<file path="src/rtl/core/dpsc_pkg.sv">
// Shared types and constants of the drive path syntax checker.
// Used by dpsc_parser and drive_path_syntax_checker; depends on nothing.
`default_nettype none
package dpsc_pkg;

  localparam int MAX_DEPTH  = 64;
  localparam int MAX_NAME   = 255;
  localparam int CFG_IDX_W  = 1;
  localparam int CFG_DATA_W = 8;

  localparam logic [CFG_IDX_W-1:0] CFG_DEPTH_LIMIT = 1'b0;
  localparam logic [CFG_IDX_W-1:0] CFG_NAME_LIMIT  = 1'b1;

  localparam logic [6:0] DEPTH_LIMIT_RST = 7'd64;
  localparam logic [7:0] NAME_LIMIT_RST  = 8'd255;

  localparam logic [7:0] CH_COLON = 8'h3A;
  localparam logic [7:0] CH_SLASH = 8'h2F;
  localparam logic [7:0] CH_DOT   = 8'h2E;
  localparam logic [7:0] CH_UNDER = 8'h5F;

  localparam logic REC_DIR = 1'b0;
  localparam logic REC_SUM = 1'b1;

  typedef enum logic [2:0] {
    PH_DRIVE0 = 3'd0,
    PH_DRIVE1 = 3'd1,
    PH_COLON  = 3'd2,
    PH_SLASH  = 3'd3,
    PH_NAMES  = 3'd4
  } phase_t;

  typedef enum logic [2:0] {
    ERR_OK       = 3'd0,
    ERR_SHORT    = 3'd1,
    ERR_NO_COLON = 3'd2,
    ERR_NO_SLASH = 3'd3,
    ERR_EMPTY    = 3'd4,
    ERR_DEEP     = 3'd5,
    ERR_LONG     = 3'd6,
    ERR_BAD_CHAR = 3'd7
  } err_t;

  typedef struct packed {
    logic       record_kind;
    logic [5:0] dir_index;
    logic [7:0] dir_name_length;
    logic       path_ok;
    logic [2:0] error_code;
    logic       is_directory;
    logic [6:0] dir_total;
    logic [7:0] file_length;
    logic [7:0] stem_length;
    logic       has_extension;
    logic [7:0] drive_first;
    logic [7:0] drive_second;
  } record_t;

  typedef struct packed {
    logic    push0;
    logic    push1;
    record_t rec0;
    record_t rec1;
  } rec_push_t;

  function automatic logic name_char(input logic [7:0] c);
    return c inside {[8'h41:8'h5A], [8'h61:8'h7A], [8'h30:8'h39], CH_UNDER, CH_DOT};
  endfunction

endpackage
`default_nettype wire

</file>
<file path="src/rtl/core/dpsc_parser.sv">
// Path parser: configuration registers, per-path state and record building.
// Depends on dpsc_pkg.
`default_nettype none
module dpsc_parser import dpsc_pkg::*; (
  input  wire logic                  clk,
  input  wire logic                  rst_n,
  input  wire logic                  cfg_we,
  input  wire logic [CFG_IDX_W-1:0]  cfg_addr,
  input  wire logic [CFG_DATA_W-1:0] cfg_wdata,
  input  wire logic                  acc,
  input  wire logic [7:0]            char_in,
  input  wire logic                  last_char,
  output rec_push_t                  push
);

  logic [6:0] depth_limit_r;
  logic [7:0] name_limit_r;
  phase_t     phase_r, phase_nxt, phase_u;
  err_t       err_r, err_nxt, err_u, err_sum;
  logic [7:0] drv0_r, drv0_nxt, drv0_u;
  logic [7:0] drv1_r, drv1_nxt, drv1_u;
  logic [6:0] dcnt_r, dcnt_nxt, dcnt_u;
  logic [7:0] nlen_r, nlen_nxt, nlen_u;
  logic [7:0] ldot_r, ldot_nxt, ldot_u;
  logic       dot_r, dot_nxt, dot_u;
  logic       dir_fire;
  logic [6:0] eff_depth;
  logic [7:0] eff_name;
  record_t    dir_rec, sum_rec;

  always_ff @(posedge clk) begin
    if (!rst_n) begin
      depth_limit_r <= DEPTH_LIMIT_RST;
      name_limit_r  <= NAME_LIMIT_RST;
    end else if (cfg_we) begin
      case (cfg_addr)
        CFG_DEPTH_LIMIT: depth_limit_r <= cfg_wdata[6:0];
        CFG_NAME_LIMIT:  name_limit_r  <= cfg_wdata[7:0];
        default: ;
      endcase
    end
  end

  assign eff_depth = (32'(depth_limit_r) > MAX_DEPTH) ? 7'(MAX_DEPTH) : depth_limit_r;
  assign eff_name  = (32'(name_limit_r) > MAX_NAME) ? 8'(MAX_NAME) : name_limit_r;

  always_ff @(posedge clk) begin
    if (!rst_n) begin
      phase_r <= PH_DRIVE0;
      err_r   <= ERR_OK;
      drv0_r  <= '0;
      drv1_r  <= '0;
      dcnt_r  <= '0;
      nlen_r  <= '0;
      ldot_r  <= '0;
      dot_r   <= 1'b0;
    end else begin
      phase_r <= phase_nxt;
      err_r   <= err_nxt;
      drv0_r  <= drv0_nxt;
      drv1_r  <= drv1_nxt;
      dcnt_r  <= dcnt_nxt;
      nlen_r  <= nlen_nxt;
      ldot_r  <= ldot_nxt;
      dot_r   <= dot_nxt;
    end
  end

  always_comb begin
    phase_u  = phase_r;
    err_u    = err_r;
    drv0_u   = drv0_r;
    drv1_u   = drv1_r;
    dcnt_u   = dcnt_r;
    nlen_u   = nlen_r;
    ldot_u   = ldot_r;
    dot_u    = dot_r;
    dir_fire = 1'b0;
    if (acc && err_r == ERR_OK) begin
      case (phase_r)
        PH_DRIVE0: begin
          drv0_u  = char_in;
          phase_u = PH_DRIVE1;
        end
        PH_DRIVE1: begin
          drv1_u  = char_in;
          phase_u = PH_COLON;
        end
        PH_COLON: begin
          if (char_in == CH_COLON) phase_u = PH_SLASH;
          else err_u = ERR_NO_COLON;
        end
        PH_SLASH: begin
          if (char_in == CH_SLASH) phase_u = PH_NAMES;
          else err_u = ERR_NO_SLASH;
        end
        default: begin
          if (char_in == CH_SLASH) begin
            if (nlen_r == '0) begin
              err_u = ERR_EMPTY;
            end else if (dcnt_r >= eff_depth) begin
              err_u = ERR_DEEP;
            end else begin
              dir_fire = 1'b1;
              dcnt_u   = dcnt_r + 7'd1;
              nlen_u   = '0;
              ldot_u   = '0;
              dot_u    = 1'b0;
            end
          end else if (nlen_r >= eff_name) begin
            err_u = ERR_LONG;
          end else if (!name_char(char_in)) begin
            err_u = ERR_BAD_CHAR;
          end else begin
            if (char_in == CH_DOT) begin
              dot_u  = 1'b1;
              ldot_u = nlen_r;
            end
            nlen_u = nlen_r + 8'd1;
          end
        end
      endcase
    end
  end

  always_comb begin
    err_sum = err_u;
    if (err_u == ERR_OK) begin
      case (phase_u)
        PH_DRIVE1: err_sum = ERR_SHORT;
        PH_COLON:  err_sum = ERR_NO_COLON;
        PH_SLASH:  err_sum = ERR_NO_SLASH;
        default:   err_sum = ERR_OK;
      endcase
    end

    dir_rec                 = '0;
    dir_rec.record_kind     = REC_DIR;
    dir_rec.dir_index       = dcnt_r[5:0];
    dir_rec.dir_name_length = nlen_r;

    sum_rec              = '0;
    sum_rec.record_kind  = REC_SUM;
    sum_rec.error_code   = err_sum;
    sum_rec.drive_first  = drv0_u;
    sum_rec.drive_second = drv1_u;
    if (err_sum == ERR_OK) begin
      sum_rec.path_ok      = 1'b1;
      sum_rec.is_directory = (char_in == CH_SLASH);
      sum_rec.dir_total    = dcnt_u;
      if (char_in != CH_SLASH) begin
        sum_rec.file_length   = nlen_u;
        sum_rec.stem_length   = dot_u ? ldot_u : nlen_u;
        sum_rec.has_extension = dot_u;
      end
    end

    push.push0 = acc && (dir_fire || last_char);
    push.push1 = acc && dir_fire && last_char;
    push.rec0  = dir_fire ? dir_rec : sum_rec;
    push.rec1  = sum_rec;
  end

  always_comb begin
    if (acc && last_char) begin
      phase_nxt = PH_DRIVE0;
      err_nxt   = ERR_OK;
      drv0_nxt  = '0;
      drv1_nxt  = '0;
      dcnt_nxt  = '0;
      nlen_nxt  = '0;
      ldot_nxt  = '0;
      dot_nxt   = 1'b0;
    end else begin
      phase_nxt = phase_u;
      err_nxt   = err_u;
      drv0_nxt  = drv0_u;
      drv1_nxt  = drv1_u;
      dcnt_nxt  = dcnt_u;
      nlen_nxt  = nlen_u;
      ldot_nxt  = ldot_u;
      dot_nxt   = dot_u;
    end
  end

endmodule
`default_nettype wire

</file>
<file path="config.mk">
export PLATFORM = sky130hd
export DESIGN_NAME = dpsc_parser
export DESIGN_NICKNAME = d
export VERILOG_FILES = /design/src/rtl/core/dpsc_pkg.sv /design/src/rtl/core/dpsc_parser.sv
export SDC_FILE = /design/constraint.sdc
export NUM_CORES = 1
export LEC_CHECK = 0
export BUFFER_PORTS_ARGS = -buffer_cell sky130_fd_sc_hd__buf_4
export CORE_MARGIN = 2
export CORE_UTILIZATION = 51
export CTS_BUF_LIST = sky130_fd_sc_hd__clkbuf_16
export DETAILED_ROUTE_END_ITERATION = 8
export PLACE_DENSITY = 0.93
export SYNTH_ARGS = -nofsm -noshare
export SYNTH_HDL_FRONTEND = slang
export SYNTH_SLANG_ARGS = --single-unit
</file>
<file path="constraint.sdc">
create_clock -name clk -period 3.87 [get_ports clk]
set_input_delay 0.387 -clock clk [delete_from_list [all_inputs] [get_ports clk]]
set_output_delay 0.387 -clock clk [all_outputs]
set_load 0.1 [all_outputs]
</file>
==> reports/qor.csv <==
stage,metric,value,unit
outcome,status,finished with violations,
outcome,violations,negative setup slack,
yosys,avgSynthCellArea,7.47,um2
global_routing,grt_max_degree,34,
yosys,synthXorXnorAreaFrac,0.0153,
critical_path,cp-start-kind,flip-flop,
power,pwr-share-seq,0.311,
place,gp_congestion,0.924,
yosys,yosysMostFrequentCell,nor2_1,
cells_and_area,diodes,0,
floorplanning,die_x,92.7,um
yosys,synth_top_cell_area_share,0.304,
sta,fmax,251,MHz
critical_path,cp_slowest_cell,dfxtp_1,
cells_and_area,area_growth,45.2,%
yosys,synth_mux_area_frac,0.0474,
sta,min_period,3980,ps
yosys,synthArstFlopShare,0,
drt,vias_per_cell,6.18,
clock_network,htreeDepth,3,
power,switching_share,0.374,
clock_network,cts.sinks,61,
place,numPortBuffers,128,
drt,ant_nets,0,
drt,wl,14700,um
yosys,synth-seq-cells,61,
drt,drcViolationCount,0,
drt,drt_iter0_markers,428,
place,dp_cells,751,
sta,finalSetupViolCount,25,
yosys,synth_area_leader_cell,dfxtp_1,
yosys,synth-compound-area-share,0.199,
sta,tns,-1230,ps
power,comb_power_share,0.277,
power,p_sw,791,uW
worst_hold_path,holdCritStartpoint,cfg_wdata[7],
global_routing,grt_pass1_wl,21500,um
floorplanning,start_util,0.522,
worst_hold_path,hold_class,input pin to flip-flop,
sta,fin_skew,8.59,ps
critical_path,r2r-start,nlen_r[0],
global_routing,grt_overflow_total,0,
critical_path,cp-end-kind,output pin,
floorplanning,coreArea,7690,um2
critical_path,path_max_fanout,7,
critical_path,crit_start,nlen_r[0],
drt,wl_per_cell,19.0,um
critical_path,crit_chain,"inv_1, ha_1, nand2b_1, a31oi_1, o221ai_1, nor4_2, mux2i_1, a21oi_2, a221oi_4, buf_4",
sta,rsz0062_at_grt,true,
place,dp_hpwl,9090,um
sta,finalMaxSlewViolations,0,
yosys,synth_commonest_cells,"nor2_1, nand2_1, dfxtp_1",
global_routing,antenna_found_initial,0,
critical_path,cp_slowest_stage_delay,470,ps
global_routing,grt.total_usage,0.312,
power,power_leakage,2.60,nW
clock_network,cts_tree,built,
critical_path,worst_ep_required_time,3480,ps
flow_run,drv_cap,0,
critical_path,arrival,3590,ps
floorplanning,die-area,8600,um2
drt,num_vias,4771,
yosys,synth_area,4010,um2
yosys,synth_cell_types,66,
yosys,ys_top_cells_by_area,"dfxtp_1, nor2_1, nand2_1, ha_1, mux2i_1",
cells_and_area,fill_cells,472,
sta,hold_violations,0,
yosys,ys.flop_type,dfxtp_1,
clock_network,insertion_delay,340,ps
yosys,synthAdderAreaFrac,0.0561,
clock_network,postCtsHoldBufs,0,
floorplanning,io_pins,144,
sta,fin_crit_sh,1.03,
yosys,synth_top_family_by_area,simple AND/OR/NAND/NOR gates,
clock_network,cts_made_buffers,9,
critical_path,cp_num_buf_inv,2,
clock_network,cts.clk_slew.worst_paths,60,ps
yosys,ys_seq_area_frac,0.304,
clock_network,root_buffer,clkbuf_16,
power,vdd_ir_drop_max,0.351,mV
yosys,synth_edf_count,0,
floorplanning,die_height,92.7,um
sta,setup_slack,-112,ps
cells_and_area,drive_gt1_frac,0.339,
clock_network,clockBufferDepth,2,
power,power_density,363,nW/um2
drt,dr.pass1.iters,5,
sta,tightest_slew,864,ps
global_routing,grt_pass1_vias,4458,
power,p_clk_frac,0.413,
cells_and_area,layout.nets,705,
power,p_int,1.32,mW
cells_and_area,final_cells,772,
floorplanning,num_rows,32,
yosys,synth_cells,537,
yosys,ys_warn_count,0,
sta,maxSlewHeadroom,0.420,
yosys,synth_simple_gate_area_frac,0.284,
critical_path,critical_path_class,flip-flop to output pin,
critical_path,crit_family,compound AO/OA/AOI/OAI gates,
[timing repair]
item / 4_1_cts / 5_1_grt
buffers inserted: 1 / 3
gates resized for setup: 15 / 41
gates cloned: 1 / 0
setup endpoints to repair: 38 / 37
pin swaps: 2 / 10
[placed cells by master, fill, tap and decap left out, types with 15 or more instances in the layout]
master,n
a21oi_1,24
and2_1,21
buf_4,124
buf_6,18
conb_1,15
dfxtp_1,61
ha_1,17
inv_1,34
mux2i_1,19
nand2_1,62
nor2_1,70
[final timing paths]
check                     end  slack (ps)  cells after the start
setup / recovery     push[84]        -110                     10
hold / removal    eff_name[7]         280                      3
setup reg to reg    nlen_r[7]         770                     10
hold reg to reg     ldot_r[7]         460                      2
[worst reg2reg max path, cell delays in order, from the launching register on]
cell and delay (ps):
dfxtp_1 470, inv_1 200, ha_1 320, nand2b_1 150
a31oi_1 240, o221ai_1 300, nor4_2 470, mux2i_1 200
a21oi_2 330, buf_4 230, nor2_1 50
[sequential cells by signal, indices dropped and copies added, names as in the netlist]
register	flops
nlen_r	8
ldot_r	8
phase_r	3
drv0_r	8
drv1_r	8
eff_name	8
dcnt_r	7
dot_r	1
err_r	3
depth_limit_r	7
[kinds of logic after synthesis]
logic type | count (synthesis)
compound gates | 111
flops | 61
fa+ha+maj | 18
simple gates | 237
mux | 19
buf+inv | 82
other cells | 2
xor+xnor | 7
[per-stage QoR]
stage / util / setup slack, ps / cell area [um2] / power [mW] / hold WS [ps]
detailed placement: 0.683 / 217 / 5250 / 1.23 / 454
global placement: 0.683 / 343 / 5250 / 1.22 / 442
CTS: 0.733 / 4.57 / 5640 / 2.09 / 289
floorplan: - / -701 / 4260 / 1.13 / 436
finish: 0.758 / -112 / 5830 / 2.11 / 278
global route: 0.758 / -161 / 5830 / 2.16 / 286
[layer usage]
| layer | vias up | share of wire | routed length (um) | track usage |
|---|---|---|---|---|
| li1 | 2079 | - | - | - |
| met4 | 0 | 0.048 | 699 | 0.151 |
| met5 | - | 0 | 0 | 0 |
| met2 | 389 | 0.47 | 6920 | 0.518 |
| met1 | 2217 | 0.37 | 5490 | 0.385 |
| met3 | 86 | 0.11 | 1580 | 0.0675 |
[final cells by class]
type | instances | area [um2] | area share
clock inverters | 7 | 90.1 | 0.0155
clock buffers | 9 | 225 | 0.0387
multi-input cells | 408 | 2770 | 0.475
repair buffers | 149 | 1260 | 0.216
inverters | 36 | 139 | 0.0238
flip-flops and latches | 61 | 1220 | 0.210
well taps | 102 | 128 | 0.0219
[power by group through the flow]
stage / registers (mW) / logic (mW) / clock network [mW]
finish: 0.657 / 0.585 / 0.873
global route: 0.658 / 0.604 / 0.898
CTS: 0.656 / 0.573 / 0.858
detailed placement: 0.668 / 0.565 / 0
global placement: 0.667 / 0.556 / 0
floorplan: 0.663 / 0.470 / 0
Power figures use the tool's default switching activity.
